--- src/hw/rtl/bffpa_pkg.sv ---
package bffpa_pkg;

  // field widths of the command and result transfers, and the map word width
  localparam int unsigned CMD_W   = 2;
  localparam int unsigned COUNT_W = 11;
  localparam int unsigned ADDR_W  = 32;
  localparam int unsigned WORD_W  = 32;

  // default geometry of the zone
  localparam int unsigned DEF_ZONE_PAGES = 1024;
  localparam int unsigned DEF_PAGE_SHIFT = 12;

  // command codes
  localparam logic [CMD_W-1:0] CMD_ALLOC = 2'd0;
  localparam logic [CMD_W-1:0] CMD_FREE  = 2'd1;
  localparam logic [CMD_W-1:0] CMD_QUERY = 2'd2;

  // result status codes
  typedef enum logic [2:0] {
    ST_OK        = 3'd0,
    ST_NO_SPACE  = 3'd1,
    ST_IGNORED   = 3'd2,
    ST_OUTSIDE   = 3'd3,
    ST_NOT_ALLOC = 3'd4
  } status_e;

  // command transfer
  typedef struct packed {
    logic [CMD_W-1:0]   command;
    logic [COUNT_W-1:0] page_count;
    logic [ADDR_W-1:0]  free_address;
  } req_t;

  // result transfer
  typedef struct packed {
    status_e           status;
    logic [ADDR_W-1:0] result_address;
  } rsp_t;

  // per-word evaluation controls
  typedef struct packed {
    logic [WORD_W-1:0] valid_mask;
    logic [WORD_W-1:0] win_mask;
    logic [4:0]        lo;
    logic [4:0]        hi;
  } eval_ctl_t;

  // per-word evaluation results
  typedef struct packed {
    logic              all_free;
    logic              any_free;
    logic [4:0]        free_pos;
    logic [5:0]        trail;
    logic [5:0]        lead;
    logic              win_any;
    logic [4:0]        win_pos;
    logic              covered;
    logic [WORD_W-1:0] set_word;
    logic [WORD_W-1:0] clr_word;
  } eval_t;

endpackage

--- src/hw/rtl/bffpa_map_ram.sv ---
module bffpa_map_ram #(
  parameter int unsigned DEPTH = 32,
  parameter int unsigned AW    = 5
) (
  input  logic                          clk_i,
  input  logic                          we_i,
  input  logic [AW-1:0]                 waddr_i,
  input  logic [bffpa_pkg::WORD_W-1:0]  wdata_i,
  input  logic                          re_i,
  input  logic [AW-1:0]                 raddr_i,
  output logic [bffpa_pkg::WORD_W-1:0]  rdata_o
);

  logic [bffpa_pkg::WORD_W-1:0] mem_q [DEPTH];

  // write port
  always_ff @(posedge clk_i) begin
    if (we_i) begin
      mem_q[waddr_i] <= wdata_i;
    end
  end

  // registered read port
  always_ff @(posedge clk_i) begin
    if (re_i) begin
      rdata_o <= mem_q[raddr_i];
    end
  end

endmodule

--- src/hw/rtl/bffpa_word_eval.sv ---
module bffpa_word_eval (
  input  logic [bffpa_pkg::WORD_W-1:0] word_i,
  input  bffpa_pkg::eval_ctl_t         ctl_i,
  output bffpa_pkg::eval_t             ev_o
);

  localparam int unsigned W = bffpa_pkg::WORD_W;

  logic [W-1:0]   free_w;
  logic [2*W-1:0] used_ext;
  logic [W-1:0]   win_hit;
  logic [W-1:0]   rng_mask;

  // free bits, pages past the zone count as used
  assign free_w   = ~word_i & ctl_i.valid_mask;
  assign used_ext = {{W{1'b1}}, ~free_w};

  // window lanes: lane i hits when the window starting at bit i is all free
  always_comb begin
    for (int i = 0; i < W; i++) begin
      win_hit[i] = (|ctl_i.win_mask) && !(|(used_ext[i +: W] & ctl_i.win_mask));
    end
  end

  // bit range lo..hi of a mark or check pass
  assign rng_mask = ({W{1'b1}} << ctl_i.lo) & ({W{1'b1}} >> (5'd31 - ctl_i.hi));

  // priority encoders
  always_comb begin
    ev_o          = '0;
    ev_o.all_free = &free_w;
    ev_o.any_free = |free_w;
    ev_o.win_any  = |win_hit;
    ev_o.trail    = 6'd32;
    ev_o.lead     = 6'd32;
    for (int i = W - 1; i >= 0; i--) begin
      if (free_w[i]) begin
        ev_o.free_pos = 5'(i);
      end
      if (win_hit[i]) begin
        ev_o.win_pos = 5'(i);
      end
      if (!free_w[i]) begin
        ev_o.trail = 6'(i);
      end
    end
    for (int i = 0; i < W; i++) begin
      if (!free_w[i]) begin
        ev_o.lead = 6'(W - 1 - i);
      end
    end
    ev_o.covered  = (word_i & rng_mask) == rng_mask;
    ev_o.set_word = word_i | rng_mask;
    ev_o.clr_word = word_i & ~rng_mask;
  end

endmodule

--- src/hw/rtl/bitmap_first_fit_page_allocator.sv ---
// channel   | signals                    | transfer condition
// ----------+----------------------------+-----------------------------
// command   | start, busy, req_i         | start high while busy low
// result    | done_o, rsp_o              | done_o high, one cycle only
// config    | cfg_we_i, cfg_wdata_i      | cfg_we_i high
//
// After reset the used map is cleared one word a cycle with busy high. Each item reads the
// map one word a cycle through the single read port, so its length follows the words it
// touches: a query scans up to every map word, an allocate the scanned plus the marked
// words, a free its range in words twice. One result per item; the receiver cannot stall
// it, and a new command is taken in the same cycle as the previous result.
module bitmap_first_fit_page_allocator #(
  parameter int unsigned ZONE_PAGES = bffpa_pkg::DEF_ZONE_PAGES,
  parameter int unsigned PAGE_SHIFT = bffpa_pkg::DEF_PAGE_SHIFT
) (
  input  logic                          clk_i,
  input  logic                          rst_ni,
  input  logic                          start,
  output logic                          busy,
  input  bffpa_pkg::req_t               req_i,
  output logic                          done_o,
  output bffpa_pkg::rsp_t               rsp_o,
  input  logic                          cfg_we_i,
  input  logic [bffpa_pkg::ADDR_W-1:0]  cfg_wdata_i
);

  localparam int unsigned MAP_WORDS = (ZONE_PAGES + 31) / 32;
  localparam int unsigned WW        = (MAP_WORDS > 1) ? $clog2(MAP_WORDS) : 1;
  localparam int unsigned PIW       = WW + 5;
  localparam int unsigned PW        = $clog2(ZONE_PAGES + 1);
  localparam int unsigned CMPW      =
    ((PW > bffpa_pkg::COUNT_W) ? PW : bffpa_pkg::COUNT_W) + 1;
  localparam int unsigned AW        = bffpa_pkg::ADDR_W;
  localparam int unsigned W         = bffpa_pkg::WORD_W;
  localparam int unsigned TAIL      = ZONE_PAGES % 32;
  localparam logic [W-1:0] LAST_MASK =
    (TAIL == 0) ? {W{1'b1}} : W'((64'd1 << TAIL) - 64'd1);
  localparam logic [WW-1:0] LAST_WORD     = WW'(MAP_WORDS - 1);
  localparam logic [AW-1:0] ZONE_BYTES_M1 =
    AW'((64'(ZONE_PAGES) << PAGE_SHIFT) - 64'd1);

  typedef enum logic [3:0] {
    S_CLEAR,
    S_IDLE,
    S_DECODE,
    S_RANGE,
    S_SCAN,
    S_SETUP,
    S_CHECK,
    S_MARK,
    S_QADDR
  } state_e;

  state_e                 state_q;
  bffpa_pkg::req_t        req_q;
  bffpa_pkg::rsp_t        rsp_q;
  logic                   done_q;
  logic [AW-1:0]          zone_base_q;
  logic [WW-1:0]          ptr_q;
  logic                   issue_q;
  logic                   dv_q;
  logic                   dlast_q;
  logic [WW-1:0]          dw_q;
  logic                   is_alloc_q;
  logic                   none_q;
  logic [PW-1:0]          run_q;
  logic [PIW-1:0]         start_q;
  logic [PIW-1:0]         rng_first_q;
  logic [PIW-1:0]         rng_last_q;
  logic [W-1:0]           win_mask_q;
  logic [AW-1:0]          off_q;
  logic                   below_q;
  logic [AW-1:0]          addr_q;

  logic [WW-1:0]          end_word;
  logic                   mem_we;
  logic [WW-1:0]          mem_waddr;
  logic [W-1:0]           mem_wdata;
  logic [W-1:0]           mem_rdata;
  bffpa_pkg::eval_ctl_t   ev_ctl;
  bffpa_pkg::eval_t       ev;
  logic [CMPW-1:0]        run_sum;
  logic                   hit_carry;
  logic [PIW-1:0]         scan_base;
  logic [AW-1:0]          first_full;
  logic [AW:0]            end_excl;
  logic [AW:0]            last_full;
  logic [AW-1:0]          page_addr;
  logic [PIW-1:0]         alloc_last;

  // map storage
  bffpa_map_ram #(
    .DEPTH (MAP_WORDS),
    .AW    (WW)
  ) u_map (
    .clk_i   (clk_i),
    .we_i    (mem_we),
    .waddr_i (mem_waddr),
    .wdata_i (mem_wdata),
    .re_i    (issue_q),
    .raddr_i (ptr_q),
    .rdata_o (mem_rdata)
  );

  // word evaluation of the data that just came back
  always_comb begin
    ev_ctl.valid_mask = (dw_q == LAST_WORD) ? LAST_MASK : {W{1'b1}};
    ev_ctl.win_mask   = win_mask_q;
    ev_ctl.lo         = (dw_q == rng_first_q[PIW-1:5]) ? rng_first_q[4:0] : 5'd0;
    ev_ctl.hi         = (dw_q == rng_last_q[PIW-1:5]) ? rng_last_q[4:0] : 5'd31;
  end

  bffpa_word_eval u_eval (
    .word_i (mem_rdata),
    .ctl_i  (ev_ctl),
    .ev_o   (ev)
  );

  // write port: clearing sweep or read-modify-write of a mark pass
  always_comb begin
    mem_we    = (state_q == S_CLEAR) || ((state_q == S_MARK) && dv_q);
    mem_waddr = (state_q == S_CLEAR) ? ptr_q : dw_q;
    if (state_q == S_CLEAR) begin
      mem_wdata = '0;
    end else if (is_alloc_q) begin
      mem_wdata = ev.set_word;
    end else begin
      mem_wdata = ev.clr_word;
    end
  end

  // scan and range arithmetic
  assign end_word   = (state_q == S_SCAN) ? LAST_WORD : rng_last_q[PIW-1:5];
  assign run_sum    = CMPW'(run_q) + CMPW'(ev.trail);
  assign hit_carry  = run_sum >= CMPW'(req_q.page_count);
  assign scan_base  = {dw_q, 5'd0};
  assign first_full = off_q >> PAGE_SHIFT;
  assign end_excl   = {1'b0, first_full} + (AW + 1)'(req_q.page_count);
  assign last_full  = end_excl - 1'b1;
  assign page_addr  = zone_base_q + AW'(64'(rng_first_q) << PAGE_SHIFT);
  assign alloc_last = PIW'(CMPW'(rng_first_q) + CMPW'(req_q.page_count) - 1'b1);

  // zone base register
  always_ff @(posedge clk_i or negedge rst_ni) begin
    if (!rst_ni) begin
      zone_base_q <= '0;
    end else if (cfg_we_i) begin
      zone_base_q <= cfg_wdata_i;
    end
  end

  // sequencer
  always_ff @(posedge clk_i or negedge rst_ni) begin
    if (!rst_ni) begin
      state_q     <= S_CLEAR;
      done_q      <= 1'b0;
      rsp_q       <= '0;
      req_q       <= '0;
      ptr_q       <= '0;
      issue_q     <= 1'b0;
      dv_q        <= 1'b0;
      dlast_q     <= 1'b0;
      dw_q        <= '0;
      is_alloc_q  <= 1'b0;
      none_q      <= 1'b0;
      run_q       <= '0;
      start_q     <= '0;
      rng_first_q <= '0;
      rng_last_q  <= '0;
      win_mask_q  <= '0;
      off_q       <= '0;
      below_q     <= 1'b0;
      addr_q      <= '0;
    end else begin
      done_q <= 1'b0;
      dv_q   <= 1'b0;

      // word fetch, one read a cycle
      if (issue_q) begin
        ptr_q   <= ptr_q + 1'b1;
        issue_q <= (ptr_q != end_word);
        dv_q    <= 1'b1;
        dw_q    <= ptr_q;
        dlast_q <= (ptr_q == end_word);
      end

      case (state_q)
        S_CLEAR: begin
          ptr_q <= ptr_q + 1'b1;
          if (ptr_q == LAST_WORD) begin
            ptr_q   <= '0;
            state_q <= S_IDLE;
          end
        end

        S_IDLE: begin
          if (start) begin
            req_q   <= req_i;
            state_q <= S_DECODE;
          end
        end

        S_DECODE: begin
          case (req_q.command)
            bffpa_pkg::CMD_ALLOC: begin
              if (req_q.page_count == '0) begin
                done_q  <= 1'b1;
                rsp_q   <= '{bffpa_pkg::ST_IGNORED, '0};
                state_q <= S_IDLE;
              end else begin
                is_alloc_q <= 1'b1;
                run_q      <= '0;
                ptr_q      <= '0;
                issue_q    <= 1'b1;
                win_mask_q <= (req_q.page_count <= bffpa_pkg::COUNT_W'(W)) ?
                              W'((64'd1 << req_q.page_count[5:0]) - 64'd1) : '0;
                state_q    <= S_SCAN;
              end
            end
            bffpa_pkg::CMD_FREE: begin
              if (req_q.free_address == '0 || req_q.page_count == '0) begin
                done_q  <= 1'b1;
                rsp_q   <= '{bffpa_pkg::ST_IGNORED, '0};
                state_q <= S_IDLE;
              end else begin
                is_alloc_q <= 1'b0;
                below_q    <= req_q.free_address < zone_base_q;
                off_q      <= req_q.free_address - zone_base_q;
                state_q    <= S_RANGE;
              end
            end
            bffpa_pkg::CMD_QUERY: begin
              is_alloc_q <= 1'b0;
              win_mask_q <= '0;
              ptr_q      <= '0;
              issue_q    <= 1'b1;
              state_q    <= S_SCAN;
            end
            default: begin
              done_q  <= 1'b1;
              rsp_q   <= '{bffpa_pkg::ST_IGNORED, '0};
              state_q <= S_IDLE;
            end
          endcase
        end

        // free: zone bounds
        S_RANGE: begin
          if (below_q || end_excl > (AW + 1)'(ZONE_PAGES)) begin
            done_q  <= 1'b1;
            rsp_q   <= '{bffpa_pkg::ST_OUTSIDE, '0};
            state_q <= S_IDLE;
          end else begin
            rng_first_q <= first_full[PIW-1:0];
            rng_last_q  <= last_full[PIW-1:0];
            ptr_q       <= first_full[PIW-1:5];
            issue_q     <= 1'b1;
            state_q     <= S_CHECK;
          end
        end

        // allocate: first-fit run search; query: first free page
        S_SCAN: begin
          if (dv_q) begin
            if (is_alloc_q) begin
              if (hit_carry || ev.win_any) begin
                if (hit_carry) begin
                  rng_first_q <= (run_q == '0) ? scan_base : start_q;
                end else begin
                  rng_first_q <= {dw_q, ev.win_pos};
                end
                issue_q <= 1'b0;
                dv_q    <= 1'b0;
                state_q <= S_SETUP;
              end else if (dlast_q) begin
                done_q  <= 1'b1;
                rsp_q   <= '{bffpa_pkg::ST_NO_SPACE, '0};
                state_q <= S_IDLE;
              end else if (ev.all_free) begin
                run_q <= PW'(run_q + PW'(W));
                if (run_q == '0) begin
                  start_q <= scan_base;
                end
              end else begin
                run_q   <= PW'(ev.lead);
                start_q <= PIW'(scan_base + PIW'(6'd32 - ev.lead));
              end
            end else begin
              if (ev.any_free) begin
                rng_first_q <= {dw_q, ev.free_pos};
                none_q      <= 1'b0;
                issue_q     <= 1'b0;
                dv_q        <= 1'b0;
                state_q     <= S_QADDR;
              end else if (dlast_q) begin
                none_q  <= 1'b1;
                state_q <= S_QADDR;
              end
            end
          end
        end

        S_SETUP: begin
          rng_last_q <= alloc_last;
          addr_q     <= page_addr;
          ptr_q      <= rng_first_q[PIW-1:5];
          issue_q    <= 1'b1;
          state_q    <= S_MARK;
        end

        // free: every page of the range must be in use
        S_CHECK: begin
          if (dv_q) begin
            if (!ev.covered) begin
              issue_q <= 1'b0;
              dv_q    <= 1'b0;
              done_q  <= 1'b1;
              rsp_q   <= '{bffpa_pkg::ST_NOT_ALLOC, '0};
              state_q <= S_IDLE;
            end else if (dlast_q) begin
              ptr_q   <= rng_first_q[PIW-1:5];
              issue_q <= 1'b1;
              state_q <= S_MARK;
            end
          end
        end

        // set or clear pass, write-back happens in the write port logic
        S_MARK: begin
          if (dv_q && dlast_q) begin
            done_q  <= 1'b1;
            rsp_q   <= '{bffpa_pkg::ST_OK, is_alloc_q ? addr_q : '0};
            state_q <= S_IDLE;
          end
        end

        S_QADDR: begin
          done_q  <= 1'b1;
          rsp_q   <= '{bffpa_pkg::ST_OK,
                       none_q ? zone_base_q + ZONE_BYTES_M1 : page_addr};
          state_q <= S_IDLE;
        end

        default: begin
          state_q <= S_IDLE;
        end
      endcase
    end
  end

  assign busy   = (state_q != S_IDLE);
  assign done_o = done_q;
  assign rsp_o  = rsp_q;

  // the map is never written between items
  a_no_write_idle: assert property (@(posedge clk_i) disable iff (!rst_ni)
    (state_q == S_IDLE) |-> !mem_we)
    else $error("map written while idle");

  // a result only closes work that was in progress
  a_done_after_busy: assert property (@(posedge clk_i) disable iff (!rst_ni)
    done_o |-> $past(busy))
    else $error("result without a command in progress");

  // one result per command, never two in a row
  a_single_result: assert property (@(posedge clk_i) disable iff (!rst_ni)
    done_o |=> !done_o)
    else $error("back-to-back results");

  // a fetch never runs outside the scan, check and mark passes
  a_fetch_phase: assert property (@(posedge clk_i) disable iff (!rst_ni)
    issue_q |-> (state_q == S_SCAN || state_q == S_CHECK || state_q == S_MARK))
    else $error("map read issued outside a pass");

endmodule
--- config.mk ---
export PLATFORM = sky130hd
export DESIGN_NAME = bitmap_first_fit_page_allocator
export DESIGN_NICKNAME = d
export VERILOG_FILES = /design/src/hw/rtl/bffpa_pkg.sv /design/src/hw/rtl/bffpa_map_ram.sv /design/src/hw/rtl/bffpa_word_eval.sv /design/src/hw/rtl/bitmap_first_fit_page_allocator.sv
export SDC_FILE = /design/constraint.sdc
export NUM_CORES = 2
export LEC_CHECK = 0
export BUFFER_PORTS_ARGS = -buffer_cell sky130_fd_sc_hd__buf_2
export CAP_MARGIN = 20
export CORE_MARGIN = 4
export CORE_UTILIZATION = 41
export CTS_CLUSTER_SIZE = 8
export DETAILED_ROUTE_END_ITERATION = 10
export HOLD_SLACK_MARGIN = 0.08
export PLACE_DENSITY = 0.59
export SLEW_MARGIN = 20
export SYNTH_ARGS = -nofsm -noshare
export SYNTH_HDL_FRONTEND = slang
export SYNTH_SLANG_ARGS = --single-unit
export TNS_END_PERCENT = 5
--- constraint.sdc ---
create_clock -name clk_i -period 8.7 [get_ports clk_i]
set_input_delay 0.435 -clock clk_i [delete_from_list [all_inputs] [get_ports clk_i]]
set_output_delay 0.435 -clock clk_i [all_outputs]
set_load 0.005 [all_outputs]
==> results.md <==
- Inst Count DP: 6384
- CTS max path bufs: 3
- Die Y: approximately 400 um
- Crit-path max FO: 65
- Tmin final: 7.00 ns
- Post-Synth Adder-Cell Area: 2.19%
- Initial antenna violation count: 2
- Routed len/inst: 28.3 um
- Starting density of the core: 41.4%
- Final Hold Viols: 0
- Critical path type: flop to flop
- Commonest non-fill, non-tap cells in the layout: edfxtp_1, nand2_1, mux4_2, dfrtp_1, o21ai_0
- Most common cell after layout, fill and taps aside: edfxtp_1
- First-pass GRT wire length: 279000 um
- Number of vias per cell: 6.26
- Clock skew: 0.0620 ns
- Synth top area share: 50.9%
- Outcome: finished, final reports clean
- I/O Buffers: 117
- Worst endpoint data arrival time: 7.63 ns
- Max frequency: 143 MHz
- Mapped Cells: 4456
- Core box area: 0.150 mm^2
- Largest net degree at the start of global routing: 122
- FF+latch count, synth: 1314
- Residual DRC: 0
- Routed WL: about 190000 um
- IR drop worst, VDD: approximately 0.27 mV
- Pleak: 24.7 nW
- Die ar.: 0.158 mm^2
- CTS tree: done
- Root buf cell: clkbuf_16
- # Max-Cap Violations: 0
- Vias in the first global route: 40640
- Hold Path Class: input port to async pin
- Sum Neg Setup Slack: 0 ns
- Synthesized area: 0.0623 mm^2
- Post-Synth XOR/XNOR Area: ~1.6%
- Synth area leaders: edfxtp_1, mux4_2, dfrtp_1
- Postcts setup bufs: 0
- Critical Path RT: 9.33 ns
- DRT iter0 DRCs: between 5000 and 6000
- Total gr overflow: 0
- CP Launch Type: flop
- CTS buffer count: approximately 180
- Final Non-Filler Cells: 6680
- H-tree depth: 4
- Antenna Nets Post-Route: 0
- Headroom to the max-slew limit: 19.5%
- RSZ-0062 raised after global routing: no
- Worst-Margin Slew: 1.18 ns
- Die Wd: 398 um
- All-Layer GR Usage: between 20% and 30%
- PwrDens: 397 mW/mm^2
- Drt pass-1 iters: 8
- Sequential cell area fraction in the yosys report: 61.2%
- CP max stage cell: edfxtp_1
- Worst setup margin: 1.70 ns
- Post-synth EDFFs: 1056
- Ports: about 120
- Syn avg cell area: 14.0 um^2
- Post-synthesis compound-gate area fraction: about a tenth
- CP max stage delay: between 0.8 and 0.9 ns
- Fill cells: 12976
- DPL Wire Length: 112000 um
- Area grow syn2layout: 14.7%
- Net count after synthesis: 4643
- Period utilisation layout: 80.4%
- Post-synth cell types: 87
- Final nets: 4821
- Area leader, netlist: edfxtp_1
- Dpl ws: 1.81 ns
- Routability Congestion: 1.01
- Vias: 41810
- Largest family of logic cells by synthesized area: multiplexers
- Setup violations, final: 0
- CP endpoint kind: flop
- Post-Synth Simple-Gate Area: 7.68%
- Warnings from Yosys: 0
- Clk pin slew, worst setup/hold paths: roughly 0.06 ns
- Final Power: 28.4 mW
- Cell Rows: around 140
- Share of layout cells above drive strength 1: 20.5%
- Slew Viols, Final: 0
- Post-synthesis mux area share: 13.7%
- Primary FF master, synth: edfxtp_1
- Fin util: a little under half
- CTS sink count: roughly 1300
- Ys async rst share: approximately 20%
- Clock latency on the worst-skew pair: 0.84 ns
-- through the flow --
step | hold slack [ns] | cell area [um^2]
5_1_grt | 0.237 | 71500
6_report | 0.156 | 71500
4_1_cts | 0.221 | 71400
2_1_floorplan | 0.139 | 62300
3_5_place_dp | 0.462 | 65500
3_3_place_gp | 0.457 | 65500
-- routing by layer --
| metal | part of all wire [%] | vias to the layer above | global-route usage, % | wire length, um |
|---|---|---|---|---|
| met4 | 3.0 | 0 | 6.98 | 5720 |
| met5 | 0 | - | 0 | 0 |
| met3 | 9.2 | 423 | 4.77 | 17300 |
| met2 | 46 | 2228 | 37.1 | 87700 |
| met1 | 41 | 21357 | 33.5 | 78300 |
| li1 | - | 17802 | - | - |
-- path summary, 6_finish.rpt --
kind	start	end	slack, ns	cells after the start
max	u_map.rdata_o[26]	rsp_o[27]	1.70	29
max in group asynchronous	rst_ni	issue_q	6.95	3
min reg2reg	addr_q[12]	addr_q[12]	0.47	2
min in group clk_i	cfg_we_i	zone_base_q[6]	0.27	4
min	rst_ni	zone_base_q[4]	0.16	2
max reg2reg	u_map.rdata_o[26]	rsp_o[27]	1.70	29
-- cell type report --
class / instances / area (um^2) / share of cell area, %
Timing Repair Buffer: 326 / 2410 / 3.37
Multi-Input combinational cell: 2673 / 22800 / 31.9
Inverter: 136 / 510 / 0.714
Clock buffer: 198 / 4690 / 6.56
Tap cell: 2016 / 2520 / 3.53
Sequential cell: 1314 / 38200 / 53.4
Clock inverter: 15 / 394 / 0.551
Antenna cell: 2 / 5.00 / 0.00700
-- critical path: cells and delay by family, from the launching register on --
family                   cells  cell delay, ns
buffers and inverters        2            0.81
flip-flops                   1            0.83
adder cells (fa/ha/maj)      2            0.62
XOR/XNOR                     1            0.14
AND/OR/NAND/NOR             10            1.76
AO/OA/AOI/OAI               14            2.63
-- report_power, final --
group	switching, mW	internal [mW]	leakage (nW)
Sequential	1.04	8.82	12.8
Clock	2.62	3.81	2.46
Combinational	7.79	4.32	9.38
Total	11.4	16.9	24.7
-- synth_stat cells, types with 16 or more instances --
master and instances:
edfxtp_1 1056, nand2_1 351, mux4_2 320, nor2_1 268, clkbuf_1 263, dfrtp_1 258, o21ai_0 235, a22oi_1 201
a21oi_1 160, inv_1 132, ha_1 101, xnor2_1 92, mux2_2 86, nor3_1 73, nand4_1 66, nand3_1 64
a221oi_1 58, buf_1 56, a22o_1 50, nor4_1 45, mux2i_1 39, a31oi_1 30, o31ai_1 29, nand2b_1 26
a21o_1 23, o211ai_1 23, a211oi_1 22, xor2_1 22, nor2b_1 20, or4_1 19, and3_1 18, or3_1 18
o21a_1 17, and2_1 16
-- sequential cells by signal, indices dropped and copies added, names as in the netlist, 4 cells and up --
signal,count
zone_base_q,32
rng_first_q,10
state_q,4
dw_q,5
off_q,20
win_mask_q,32
ptr_q,5
rng_last_q,10
run_q,11
u_map.mem_q,1024
addr_q,32
req_q,45
rsp_o,35
u_map.rdata_o,32
start_q,10
-- cell families after synthesis --
logic type / Yosys count
AO/OA/AOI/OAI: 984
XOR/XNOR: 114
adder cells (fa/ha/maj): 106
buffers and inverters: 469
flip-flops: 1314
multiplexers: 445
AND/OR/NAND/NOR: 1024
-- repair_timing --
action,4_1_cts,5_1_grt
hold buffers,79,0
hold endpoints to repair,164,0
resized for setup,0,0
Power figures use the tool's default switching activity.
